===== src/rtl/core/hwfr_pkg.sv =====
// Shared types, codes and constants of the haptic wall force renderer.
// Holds the decay weight table used by the top-level datapath.
// No dependencies; compile this file first.
package hwfr_pkg;

    typedef enum logic [1:0] {
        KIND_POS   = 2'd0,
        KIND_FORCE = 2'd1,
        KIND_DELTA = 2'd2,
        KIND_TICK  = 2'd3
    } t_kind;

    // Wall axis codes; the unused fourth code behaves as z.
    localparam logic [1:0] AXIS_X = 2'd0;
    localparam logic [1:0] AXIS_Y = 2'd1;
    localparam logic [1:0] AXIS_Z = 2'd2;

    // Configuration register indexes.
    localparam logic [1:0] REG_STIFFNESS = 2'd0;
    localparam logic [1:0] REG_WALL_POS  = 2'd1;
    localparam logic [1:0] REG_WALL_AXIS = 2'd2;

    localparam int POS_W      = 18;
    localparam int CMD_W      = 16;
    localparam int FORCE_W    = 16;
    localparam int STIFF_W    = 16;
    localparam int CFG_IDX_W  = 2;
    localparam int CFG_DATA_W = 18;
    localparam int AF_W       = 12;
    localparam int AD_W       = 11;
    localparam int PH_W       = 16;
    localparam int FRAC_W     = 10;
    localparam int WEIGHT_W   = 17;

    localparam logic [STIFF_W-1:0]      STIFF_RESET = 16'd1000;
    localparam logic signed [POS_W-1:0] WALL_RESET  = 18'sd8520;

    localparam logic signed [CMD_W-1:0] FORCE_LIMIT = 16'sd1536;
    localparam logic signed [16:0]      DELTA_LIMIT = 17'sd768;

    // Phase of one full decay, in 2^-15 units.
    localparam int PHASE_ONE = 32768;

    // Centering divide by 12800: offset keeps the dividend positive, then a
    // reciprocal multiply divides by 50 exactly for dividends below 2^27.
    localparam logic signed [35:0] DIV_OFFSET = 36'sd13421779200;
    localparam logic signed [23:0] DIV_BIAS   = 24'sd1048576;
    localparam logic [27:0]        DIV_RECIP  = 28'd171798692;
    localparam int                 DIV_SHIFT  = 33;

    typedef struct packed {
        t_kind                    kind;
        logic signed [POS_W-1:0]  pos_x;
        logic signed [POS_W-1:0]  pos_y;
        logic signed [POS_W-1:0]  pos_z;
        logic                     button;
        logic signed [CMD_W-1:0]  cmd_x;
        logic signed [CMD_W-1:0]  cmd_y;
        logic signed [CMD_W-1:0]  cmd_z;
    } t_in_item;

    typedef struct packed {
        logic [STIFF_W-1:0]       stiffness;
        logic signed [POS_W-1:0]  wall_position;
        logic [1:0]               wall_axis;
    } t_cfg;

    // What one processed beat hands to the arithmetic pipeline.
    typedef struct packed {
        logic                       produce;
        logic [1:0]                 axis;
        logic                       in_wall;
        logic signed [POS_W-1:0]    pos_x;
        logic signed [POS_W-1:0]    pos_y;
        logic signed [POS_W:0]      pos_off;
        logic [2:0][AF_W-1:0]       act_force;
        logic [2:0][AD_W-1:0]       act_delta;
        logic [PH_W-1:0]            phase;
    } t_step;

    // Raised-cosine decay weight, Q1.15, 33 points over one decay.
    function automatic logic [WEIGHT_W-1:0] weight_rom(input logic [5:0] idx);
        logic [WEIGHT_W-1:0] w;
        case (idx)
            6'd0:    w = 17'd32768;
            6'd1:    w = 17'd32689;
            6'd2:    w = 17'd32453;
            6'd3:    w = 17'd32063;
            6'd4:    w = 17'd31521;
            6'd5:    w = 17'd30833;
            6'd6:    w = 17'd30007;
            6'd7:    w = 17'd29049;
            6'd8:    w = 17'd27969;
            6'd9:    w = 17'd26778;
            6'd10:   w = 17'd25486;
            6'd11:   w = 17'd24107;
            6'd12:   w = 17'd22654;
            6'd13:   w = 17'd21140;
            6'd14:   w = 17'd19580;
            6'd15:   w = 17'd17990;
            6'd16:   w = 17'd16384;
            6'd17:   w = 17'd14778;
            6'd18:   w = 17'd13188;
            6'd19:   w = 17'd11628;
            6'd20:   w = 17'd10114;
            6'd21:   w = 17'd8661;
            6'd22:   w = 17'd7282;
            6'd23:   w = 17'd5990;
            6'd24:   w = 17'd4799;
            6'd25:   w = 17'd3719;
            6'd26:   w = 17'd2761;
            6'd27:   w = 17'd1935;
            6'd28:   w = 17'd1247;
            6'd29:   w = 17'd705;
            6'd30:   w = 17'd315;
            6'd31:   w = 17'd79;
            default: w = 17'd0;
        endcase
        return w;
    endfunction

endpackage


===== src/rtl/core/hwfr_servo_ctrl.sv =====
// Servo state of the wall renderer: initialization, button handling,
// pending and active commands, and the decay phase counter.
// Depends on hwfr_pkg.
module hwfr_servo_ctrl #(
    parameter int DECAY_STEPS = 20
) (
    input  logic               i_clk,
    input  logic               i_rst_n,
    input  logic               i_go,
    input  hwfr_pkg::t_in_item i_item,
    input  hwfr_pkg::t_cfg     i_cfg,
    output hwfr_pkg::t_step    o_step
);
    import hwfr_pkg::*;

    localparam int T_W   = $clog2(DECAY_STEPS + 1);
    localparam int REM_W = $clog2(DECAY_STEPS);
    localparam logic [T_W-1:0]  T_MAX    = T_W'(DECAY_STEPS);
    localparam logic [PH_W-1:0] PH_STEP  = PH_W'(PHASE_ONE / DECAY_STEPS);
    localparam logic [REM_W:0]  REM_STEP = (REM_W + 1)'(PHASE_ONE % DECAY_STEPS);
    localparam logic [REM_W:0]  REM_MOD  = (REM_W + 1)'(DECAY_STEPS);

    logic                    r_init, n_init;
    logic                    r_push_pos, n_push_pos;
    logic                    r_held, n_held;
    logic                    r_force_wait, n_force_wait;
    logic                    r_delta_wait, n_delta_wait;
    logic signed [CMD_W-1:0] r_pend_force [3];
    logic signed [CMD_W-1:0] n_pend_force [3];
    logic signed [CMD_W-1:0] r_pend_delta [3];
    logic signed [CMD_W-1:0] n_pend_delta [3];
    logic signed [AF_W-1:0]  r_act_force [3];
    logic signed [AF_W-1:0]  n_act_force [3];
    logic signed [AD_W-1:0]  r_act_delta [3];
    logic signed [AD_W-1:0]  n_act_delta [3];
    logic [T_W-1:0]          r_elapsed, n_elapsed;
    logic [PH_W-1:0]         r_phase, n_phase;
    logic [REM_W-1:0]        r_rem, n_rem;

    logic [1:0]              axis;
    logic signed [POS_W-1:0] pos_a;
    logic                    above, below, in_wall, left_wall, produce;
    logic [REM_W:0]          rem_sum;
    logic signed [CMD_W-1:0] cmd [3];

    function automatic logic signed [AF_W-1:0] clamp_force(input logic signed [CMD_W-1:0] v);
        logic signed [CMD_W-1:0] c;
        if (v > FORCE_LIMIT) begin
            c = FORCE_LIMIT;
        end else if (v < -FORCE_LIMIT) begin
            c = -FORCE_LIMIT;
        end else begin
            c = v;
        end
        return c[AF_W-1:0];
    endfunction

    // Halve with rounding toward +infinity, then limit to 3 N.
    function automatic logic signed [AD_W-1:0] clamp_delta(input logic signed [CMD_W-1:0] v);
        logic signed [16:0] h;
        h = (17'(v) + 17'sd1) >>> 1;
        if (h > DELTA_LIMIT) begin
            h = DELTA_LIMIT;
        end else if (h < -DELTA_LIMIT) begin
            h = -DELTA_LIMIT;
        end
        return h[AD_W-1:0];
    endfunction

    always_comb begin
        axis = (i_cfg.wall_axis == AXIS_X || i_cfg.wall_axis == AXIS_Y) ?
               i_cfg.wall_axis : AXIS_Z;
        case (axis)
            AXIS_X:  pos_a = i_item.pos_x;
            AXIS_Y:  pos_a = i_item.pos_y;
            default: pos_a = i_item.pos_z;
        endcase
        above     = pos_a > i_cfg.wall_position;
        below     = pos_a < i_cfg.wall_position;
        in_wall   = (below && r_push_pos) || (above && !r_push_pos);
        left_wall = (above && r_push_pos) || (below && !r_push_pos);
        cmd[0]    = i_item.cmd_x;
        cmd[1]    = i_item.cmd_y;
        cmd[2]    = i_item.cmd_z;
        rem_sum   = {1'b0, r_rem} + REM_STEP;
    end

    always_comb begin
        n_init       = r_init;
        n_push_pos   = r_push_pos;
        n_held       = r_held;
        n_force_wait = r_force_wait;
        n_delta_wait = r_delta_wait;
        n_elapsed    = r_elapsed;
        n_phase      = r_phase;
        n_rem        = r_rem;
        produce      = 1'b0;
        for (int i = 0; i < 3; i++) begin
            n_pend_force[i] = r_pend_force[i];
            n_pend_delta[i] = r_pend_delta[i];
            n_act_force[i]  = r_act_force[i];
            n_act_delta[i]  = r_act_delta[i];
        end

        case (i_item.kind)
            KIND_FORCE: begin
                for (int i = 0; i < 3; i++) begin
                    n_pend_force[i] = cmd[i];
                end
                n_force_wait = 1'b1;
            end
            KIND_DELTA: begin
                for (int i = 0; i < 3; i++) begin
                    n_pend_delta[i] = cmd[i];
                end
                n_delta_wait = 1'b1;
            end
            KIND_TICK: begin
                // The phase tracks floor(t * 32768 / DECAY_STEPS) with a remainder.
                if (r_elapsed < T_MAX) begin
                    n_elapsed = r_elapsed + 1'b1;
                    if (rem_sum >= REM_MOD) begin
                        n_phase = r_phase + PH_STEP + 1'b1;
                        n_rem   = REM_W'(rem_sum - REM_MOD);
                    end else begin
                        n_phase = r_phase + PH_STEP;
                        n_rem   = rem_sum[REM_W-1:0];
                    end
                end
            end
            KIND_POS: begin
                if (r_init) begin
                    if (left_wall) begin
                        n_init = 1'b0;
                    end
                end else if (i_item.button) begin
                    n_held  = 1'b1;
                    produce = 1'b1;
                end else if (r_held) begin
                    n_held     = 1'b0;
                    n_push_pos = !r_push_pos;
                    n_init     = 1'b1;
                end else begin
                    produce = 1'b1;
                end

                if (produce) begin
                    if (r_force_wait) begin
                        n_force_wait = 1'b0;
                        n_elapsed    = '0;
                        n_phase      = '0;
                        n_rem        = '0;
                        for (int i = 0; i < 3; i++) begin
                            n_act_force[i] = clamp_force(r_pend_force[i]);
                        end
                    end
                    if (r_delta_wait) begin
                        n_delta_wait = 1'b0;
                        for (int i = 0; i < 3; i++) begin
                            n_act_delta[i] = clamp_delta(r_pend_delta[i]);
                        end
                    end
                end
            end
            default: begin
            end
        endcase
    end

    always_comb begin
        o_step.produce = produce;
        o_step.axis    = axis;
        o_step.in_wall = in_wall;
        o_step.pos_x   = i_item.pos_x;
        o_step.pos_y   = i_item.pos_y;
        o_step.pos_off = (POS_W + 1)'(pos_a) - (POS_W + 1)'(i_cfg.wall_position);
        o_step.phase   = n_phase;
        for (int i = 0; i < 3; i++) begin
            o_step.act_force[i] = n_act_force[i];
            o_step.act_delta[i] = n_act_delta[i];
        end
    end

    always_ff @(posedge i_clk) begin
        if (!i_rst_n) begin
            r_init       <= 1'b1;
            r_push_pos   <= 1'b1;
            r_held       <= 1'b0;
            r_force_wait <= 1'b0;
            r_delta_wait <= 1'b0;
            r_elapsed    <= '0;
            r_phase      <= '0;
            r_rem        <= '0;
            for (int i = 0; i < 3; i++) begin
                r_pend_force[i] <= '0;
                r_pend_delta[i] <= '0;
                r_act_force[i]  <= '0;
                r_act_delta[i]  <= '0;
            end
        end else if (i_go) begin
            r_init       <= n_init;
            r_push_pos   <= n_push_pos;
            r_held       <= n_held;
            r_force_wait <= n_force_wait;
            r_delta_wait <= n_delta_wait;
            r_elapsed    <= n_elapsed;
            r_phase      <= n_phase;
            r_rem        <= n_rem;
            for (int i = 0; i < 3; i++) begin
                r_pend_force[i] <= n_pend_force[i];
                r_pend_delta[i] <= n_pend_delta[i];
                r_act_force[i]  <= n_act_force[i];
                r_act_delta[i]  <= n_act_delta[i];
            end
        end
    end

endmodule


===== config.mk =====
export PLATFORM = sky130hd
export DESIGN_NAME = hwfr_servo_ctrl
export DESIGN_NICKNAME = d
export VERILOG_FILES = /design/src/rtl/core/hwfr_pkg.sv /design/src/rtl/core/hwfr_servo_ctrl.sv
export SDC_FILE = /design/constraint.sdc
export NUM_CORES = 1
export LEC_CHECK = 0
export ABC_AREA = 1
export BUFFER_PORTS_ARGS = -buffer_cell sky130_fd_sc_hd__buf_4
export CORE_ASPECT_RATIO = 0.6
export CORE_UTILIZATION = 40
export DETAILED_ROUTE_END_ITERATION = 8
export GPL_ROUTABILITY_DRIVEN = 0
export PLACE_DENSITY = 0.68
export SLEW_MARGIN = 20
export SYNTH_ARGS = -nofsm -noshare
export SYNTH_HDL_FRONTEND = slang
export SYNTH_SLANG_ARGS = --single-unit

===== constraint.sdc =====
create_clock -name i_clk -period 3.8 [get_ports i_clk]
set_input_delay 0.57 -clock i_clk [delete_from_list [all_inputs] [get_ports i_clk]]
set_output_delay 0.57 -clock i_clk [all_outputs]
set_load 0.01 [all_outputs]

After elaboration in Yosys (flattened, before gate mapping)
Memories as Yosys holds them, arrays and structs flattened.
Index checks and enable logic that the tools add are counted.
- reduce and logical (&&, ||, !) cells: 20
- bitwise operators: 14
- add/subtract/negate cells: 9
- multiplexer cells: 63
- $lt $le $gt $ge: 16
- equality and inequality tests: 8
- operators with widths (kind ; number):
    two-way mux 16 bit ; 10
    two-way mux 12 bit ; 9
    two-way mux 36 bit ; 3
    two-way mux 11 bit ; 9
    two-way mux 33 bit ; 3
    two-way mux 48 bit ; 2
    adder 16 x 2 -> 17 bit, second input constant ; 3
    > comparator 16 x 11 -> 1 bit, second input constant ; 3
    > comparator 16 x 12 -> 1 bit, second input constant ; 3
    less-than comparator 16 x 11 -> 1 bit, second input constant ; 3
    less-than comparator 16 x 12 -> 1 bit, second input constant ; 3
    one-hot mux 18 bit (2 select lines) ; 1
    one-hot mux 16 bit (2 select lines) ; 1
    two-way mux 5 bit ; 5
    one-hot mux 5 bit (2 select lines) ; 2
    subtractor 18 x 18 -> 19 bit ; 1
    > comparator 18 bit ; 1
    less-than comparator 18 bit ; 1
    adder 16 x 1 -> 16 bit, second input constant ; 1
    adder 16 x 11 -> 16 bit, second input constant ; 1
    two-way mux 1 bit ; 15
    OR 1 bit ; 12
    AND reduction 5 bit ; 2
    AND reduction 3 bit ; 3
    17 further kinds ; 33
- register bits after elaboration: 31
- memories kept: 4
- bits in writable memories: 165
- memories (memory ; depth ; bits a word ; read ports ; clocked after Yosys merged registers in ; write ports ; RTL line ; source):
    r_pend_delta ; 3 ; 16 ; 3 ; 0 ; 3 ; hwfr_servo_ctrl.sv:30 ; logic signed [CMD_W-1:0] r_pend_delta [3];
    r_pend_force ; 3 ; 16 ; 3 ; 0 ; 3 ; hwfr_servo_ctrl.sv:28 ; logic signed [CMD_W-1:0] r_pend_force [3];
    r_act_force ; 3 ; 12 ; 3 ; 0 ; 3 ; hwfr_servo_ctrl.sv:32 ; logic signed [AF_W-1:0] r_act_force [3];
    r_act_delta ; 3 ; 11 ; 3 ; 0 ; 3 ; hwfr_servo_ctrl.sv:34 ; logic signed [AD_W-1:0] r_act_delta [3];

Depth between registers and ports, before layout
Gate-level depths: netlist of run 1.
- word-level depth: 10
- depth in mapped cells: 20

Worst setup path after synthesis of run 1
No wires, ideal clock.
- path kind: input to register
- start: input port i_rst_n
- end: memory r_act_delta[0][0] (enable)
- library setup time: 0.459 ns
- slack: 0.254 ns
- path buffers: 2
- data arrival time: 3.087 ns
- stages on the path: 5
- cells stage by stage: clkbuf_1 > inv_1 > nor2_1 > inv_1 > clkbuf_1
- RTL lines (what ; RTL line ; source):
    start, declared ; hwfr_servo_ctrl.sv:8 ; input logic i_rst_n,
    end, declared ; hwfr_servo_ctrl.sv:34 ;

==> impl_metrics.py, run 1 <==
metrics = {
    "logic_synthesis": {
        "synth_area_leaders": "edfxtp_1 39%, nand2_1 11%, inv_1 6.0%",
        "yosysWarningCount": 0,
        "postSynthAreaPerCell_sq_um": 7.95,
        "synth-async-reset-ratio": 0,
        "ys.flop_type": "edfxtp_1",
        "ys_ff_latch": 194,
        "synth_cell_types": 58,
        "syn_inst": 1579,
        "yosysTopAreaCellShare": 0.395,
        "ys_seq_area_frac": 0.441,
        "synth_fp_nets": 1757,
        "synth-edff-count": 165,
        "syn_area_sq_um": 12500,
        "synth_top_area_cell": "edfxtp_1",
    },
    "clocking": {
        "ctsHoldBuffers": 0,
        "cts.path.max_buffers": 2,
        "path_clk_slew_ns": 0.08,
        "cts.sinks": 194,
        "cts-root-buf": "clkbuf_16",
        "cts-buffers-inserted": 17,
        "cts_max_level": 4,
        "insertion_delay_ns": 0.46,
        "cts_tree": "yes",
    },
    "worst_setup_path": {
        "reg2reg_depth": 17,
        "cp.required_ns": 3.23,
        "crit_type": "in2out",
        "rrSetupSlack_ns": 1.32,
        "start_kind": "input pin",
        "arrival_ns": 2.99,
        "crit_path_max_fanout": 18,
        "end_kind": "primary output",
    },
    "route": {
        "route.detailed.drc": 0,
        "first_iter_violations": 737,
        "dr.pass1.iters": 5,
        "wl_per_cell_um": 15.4,
        "viasPerCell": 5.00,
        "vias": 11200,
        "drt-total-wl_um": 34600,
        "ant_nets": 0,
    },
    "power_and_ir_drop": {
        "p_seq_frac": 0.447,
        "switching_power_mw": 1.74,
        "power.clock.fraction": 0.335,
        "leakage_nw": 7.19,
        "p_int_mw": 3.99,
        "p_per_area_nw_per_um2": 369,
        "power_frac_comb": 0.218,
        "switching_share": 0.303,
        "ir_worst_vdd_mv": 0.254,
    },
    "sta": {
        "rsz0062_at_grt": "false",
        "hold_viol_final": 0,
        "slew_viol_final": 0,
        "fmax_mhz": 281,
        "tns_ns": 0,
        "setup_viol": 0,
        "min_period_ns": 3.56,
        "timing.final.crit_share": 0.936,
        "tightest_slew_ns": 0.940,
        "max-slew-margin-rel": 0.371,
        "skew_ns": 0.00912,
    },
    "global_routing": {
        "grt_max_degree": 71,
        "antenna_found_initial": 0,
        "overflow": 0,
        "first_global_vias": 10400,
        "grt.total_usage": 0.215,
        "grt_pass1_wl_um": 54500,
    },
    "layout": {
        "fin_area_sq_um": 15600,
        "drive_gt1_frac": 0.244,
        "syn_to_final_growth_pct": 23.9,
        "mostFrequentLayoutCell": "nand2_1",
        "diodes": 0,
        "fill_cells": 2932,
        "stdcell_count": 2245,
        "final_cell_mix": "378 x nand2_1, 298 x buf_4, 199 x inv_1, 178 x nor2_1, 165 x edfxtp_1",
        "nets": 2002,
        "finalCoreUtilization": 0.512,
    },
    "placement": {
        "place_area_sq_um": 14900,
        "place_inst": 2211,
        "io_buffers": 271,
        "dp_hpwl_um": 27100,
    },
    "run_status": {
        "outcome": "finished clean",
    },
    "floorplanning": {
        "start_util": 0.413,
        "die_w_um": 231,
        "rows": 49,
        "die-area_sq_um": 32100,
        "die_h_um": 139,
        "fp.coreArea_sq_um": 30400,
        "ioPinCount": 288,
    },
    "job": {
        "cap_violations": 0,
    },
    "hold_path": {
        "holdPathStages": 3,
        "hp-class": "in2reg",
    },
}
[metrics by stage]
step	power (mW)	hold slack, ns	worst slack [ns]
after floorplan	3.31	0.430	0.254
after global placement	3.82	0.438	0.116
after detailed placement	3.84	0.451	0.0499
after CTS	5.75	0.389	0.0474
after global routing	5.98	0.443	0.00922
final	5.74	0.419	0.245
[final timing paths]
check	start	to
hold / removal	i_item[48]	r_held
hold reg to reg	r_held	r_held
setup / recovery	i_cfg[1]	o_step[97]
setup reg to reg	r_rem[2]	r_phase[12]
[registers in the layout (all words and copies together), names as in the netlist]
name / count
r_act_delta: 33
r_pend_delta: 48
r_force_wait: 1
r_pend_force: 48
r_init: 1
r_elapsed: 5
r_delta_wait: 1
r_act_force: 36
r_push_pos: 1
r_held: 1
r_phase: 16
r_rem: 3
[worst max-delay path: stages]
cell      delay (ns)
buf_4           0.12
nor2_1          0.16
clkinv_1        0.08
buf_4           0.20
nor2_1          0.11
nor2_1          0.07
ha_1            0.35
nand2_1         0.12
o21ai_1         0.19
a31oi_1         0.09
nor2_1          0.14
nor2_2          0.07
o31ai_1         0.23
buf_4           0.17
xor2_1          0.15
buf_4           0.15
[layout make-up]
class	count	area, sq um	share of cell area
Sequential cell	194	5540	0.356
Timing Repair Buffer	299	2260	0.145
Multi-Input combinational cell	1096	5820	0.374
Tap cell	408	510	0.0328
Clock inverter	15	195	0.0125
Inverter	216	811	0.0521
Clock buffer	17	425	0.0273
[cell usage after synthesis (5+ instances only)]
| master | count |
|---|---|
| a21o_1 | 6 |
| a21oi_1 | 86 |
| a21oi_2 | 9 |
| a31oi_1 | 8 |
| buf_2 | 11 |
| buf_4 | 38 |
| clkbuf_1 | 22 |
| clkinv_1 | 5 |
| dfxtp_1 | 29 |
| edfxtp_1 | 165 |
| ha_1 | 32 |
| inv_1 | 200 |
| inv_2 | 11 |
| nand2_1 | 381 |
| nand2_2 | 19 |
| nand2_4 | 5 |
| nand3_1 | 97 |
| nand3_2 | 18 |
| nand4_1 | 34 |
| nor2_1 | 179 |
| nor2_2 | 15 |
| nor3_1 | 26 |
| nor3_2 | 8 |
| o21ai_0 | 41 |
| o21ai_1 | 5 |
| o22ai_1 | 26 |
| or2_2 | 5 |
| xnor2_1 | 9 |
| xor2_1 | 36 |
[routing by layer]
layer | global-route usage | share of wire
met1 | 0.321 | 0.50
met2 | 0.317 | 0.43
met3 | 0.0358 | 0.053
met4 | 0.0638 | 0.017
met5 | 0 | 0
[repair_timing]
action	in CTS	in global routing
endpoints found under the setup margin	0	7
setup buffers	0	2
resized for setup	0	11
[power groups by stage]
stage | logic (mW) | clock network (mW) | registers [mW]
2_1_floorplan | 0.725 | 0 | 2.58
3_3_place_gp | 1.21 | 0 | 2.61
3_5_place_dp | 1.23 | 0 | 2.61
4_1_cts | 1.23 | 1.95 | 2.57
5_1_grt | 1.37 | 2.03 | 2.58
6_report | 1.25 | 1.92 | 2.57
[cells by family after synthesis]
group,count (synthesis),synth area share
adder cells (fa/ha/maj),34,0.0351
AO/OA/AOI/OAI,205,0.0966
XOR/XNOR,46,0.0327
multiplexers,1,0.000798
AND/OR/NAND/NOR,810,0.294
flip-flops,194,0.441
buffers and inverters,289,0.0995
(Power assumes the default switching activity.)
==> run 2: changes to the inputs <==
Settings changed: CTS_CLUSTER_DIAMETER set to 40, PLACE_DENSITY 0.68 to 0.65.
Clock period 3.8 ns to 4.1 ns, I/O delays scaled along.
==> run 2 against run 1 <==
Clock skew up 0.0065 ns. Final cell count down 0.31%. Largest cell class unchanged. Core utilization down 0.34 points. Highest routed layer unchanged. Register-to-register slack better by 0.33 ns. Clock-buffer cell count up 1. Sequential power down 7%. Critical endpoint is now o_step[99]. Worst hold slack better by 0.038 ns. First-iteration DRC count up 34%. Largest power group unchanged.
==> impl_metrics.py, run 2 (synthesis results as in run 1) <==
metrics = {
    "run_status": {
        "outcome": "finished clean",
    },
    "layout": {
        "syn_to_final_growth_pct": 23.1,
        "diodes": 0,
        "nets": 1995,
        "mostFrequentLayoutCell": "nand2_1",
        "final_cell_mix": "378 x nand2_1, 290 x buf_4, 199 x inv_1, 177 x nor2_1, 165 x edfxtp_1",
        "drive_gt1_frac": 0.239,
        "reg.largest.list": "r_pend_delta: 48 flops, r_pend_force: 48 flops, r_act_force: 36 flops",
        "stdcell_count": 2238,
    },
    "sta": {
        "tightest_slew_ns": 0.814,
        "fin_ws_ns": 0.200,
        "max-slew-margin-rel": 0.457,
        "hold_viol_final": 0,
        "setup_viol": 0,
        "min_period_ns": 3.90,
        "tns_ns": 0,
        "slew_viol_final": 0,
        "timing.final.crit_share": 0.951,
        "skew_ns": 0.0157,
        "rsz0062_at_grt": "false",
        "fmax_mhz": 256,
    },
    "clocking": {
        "cts-root-buf": "clkbuf_16",
        "cts.sinks": 194,
        "ctsHoldBuffers": 0,
        "cts.path.max_buffers": 2,
        "path_clk_slew_ns": 0.07,
        "cts_max_level": 4,
        "insertion_delay_ns": 0.45,
        "cts-buffers-inserted": 17,
        "cts_tree": "yes",
    },
    "power_and_ir_drop": {
        "leakage_nw": 7.13,
        "p_int_mw": 3.62,
        "power.clock.fraction": 0.323,
        "p_per_area_nw_per_um2": 336,
        "power_frac_comb": 0.219,
        "switching_power_mw": 1.58,
        "ir_worst_vdd_mv": 0.300,
        "p_seq_frac": 0.458,
        "switching_share": 0.304,
    },
    "global_routing": {
        "first_global_vias": 10100,
        "grt.total_usage": 0.211,
        "antenna_found_initial": 0,
        "overflow": 0,
        "grt_max_degree": 69,
        "grt_pass1_wl_um": 53600,
    },
    "floorplanning": {
        "start_util": 0.413,
        "ioPinCount": 288,
        "fp.coreArea_sq_um": 30400,
        "die_w_um": 231,
        "die-area_sq_um": 32100,
        "rows": 49,
        "die_h_um": 139,
    },
    "route": {
        "ant_nets": 0,
        "first_iter_violations": 985,
        "dr_wl_met2_um": 14000,
        "highest_layer": "met4",
        "wl_per_cell_um": 15.3,
        "route.detailed.drc": 0,
        "wl_met1_um": 17400,
        "dr.pass1.iters": 5,
        "viasPerCell": 5.04,
        "wl_met3_um": 2490,
        "vias": 11300,
        "drt-total-wl_um": 34300,
    },
    "job": {
        "cap_violations": 0,
    },
    "worst_setup_path": {
        "start_kind": "input pin",
        "crit_type": "in2out",
        "end_kind": "primary output",
        "crit_chain": "buf_4 -> nor2_2 -> clkinvlp_2 -> nor2_1 -> nor2_1 -> ha_1 -> nand2_1 -> o21ai_0 -> a31oi_1 -> buf_4 -> o21ai_0 -> a21oi_1 -> xor2_1 -> buf_4",
        "arrival_ns": 3.29,
        "cp.required_ns": 3.48,
        "critPathBufInv": 4,
        "crit_family": "compound AO/OA/AOI/OAI gates",
        "cp_slowest_cell": "ha_1",
        "crit_path_max_fanout": 5,
        "critPathMaxStageDelay_ns": 0.34,
        "cp_common_cell": "buf_4",
    },
    "placement": {
        "io_buffers": 271,
        "place_inst": 2202,
        "pre_cts_slack_ns": 0.174,
        "dp_hpwl_um": 26500,
    },
    "hold_path": {
        "hp-class": "reg2reg",
    },
}
## run 2: routing by layer
metal / GRT usage / vias to the layer above
met4: 0.0464 / 0
met1: 0.330 / 5156
met5: 0 / -
li1: - / 5670
met3: 0.0403 / 29
met2: 0.295 / 423
## run 2: stage by stage
step	power, mW	cell area [sq um]	hold WS (ns)	util
global route	5.43	15500	0.471	0.508
detailed placement	3.54	14800	0.451	0.487
floorplan	3.07	12500	0.430	-
global placement	3.53	14800	0.440	0.487
CTS	5.21	15400	0.455	0.506
finish	5.20	15500	0.456	0.508
## run 2: final timing paths
| check | from | endpoint | slack, ns | depth (start not counted) |
|---|---|---|---|---|
| setup / recovery | i_cfg[1] | o_step[99] | 0.20 | 14 |
| hold / removal | r_held | r_held | 0.46 | 2 |
| setup reg to reg | r_rem[2] | r_phase[12] | 1.65 | 17 |
| hold reg to reg | r_held | r_held | 0.46 | 2 |
## run 2: final cells by class
cell class / instances / area (sq um)
Fill cell: 2957 / 15000
Multi-Input combinational cell: 1096 / 5810
Sequential cell: 194 / 5540
Timing Repair Buffer: 291 / 2200
Inverter: 216 / 815
Tap cell: 408 / 510
Clock buffer: 18 / 429
Clock inverter: 14 / 154
Timing Repair inverter: 1 / 5.00
## run 2: timing repair
| action | CTS | global route |
|---|---|---|
| setup endpoints to repair | 0 | 6 |
| gates resized for setup | 0 | 8 |
| setup buffers | 0 | 3 |
## run 2: power groups by stage
stage	logic (mW)	registers (mW)	clock network [mW]
global route	1.25	2.40	1.77
global placement	1.11	2.42	0
CTS	1.13	2.38	1.70
detailed placement	1.12	2.42	0
floorplan	0.672	2.40	0
finish	1.14	2.38	1.68
## run 2: worst reg2reg max path, stage by stage, from the launching register on
cell,delay (ns)
dfxtp_1,0.34
inv_1,0.08
ha_1,0.20
inv_1,0.06
fa_1,0.18
inv_1,0.05
nand2_2,0.17
nand3_1,0.15
nor2_2,0.15
nand2_1,0.08
nor2_1,0.18
nand4_1,0.17
nor3_2,0.17
nand3_1,0.09
nand3_1,0.11
nand2_2,0.06
nand2_1,0.05
nand2_1,0.07
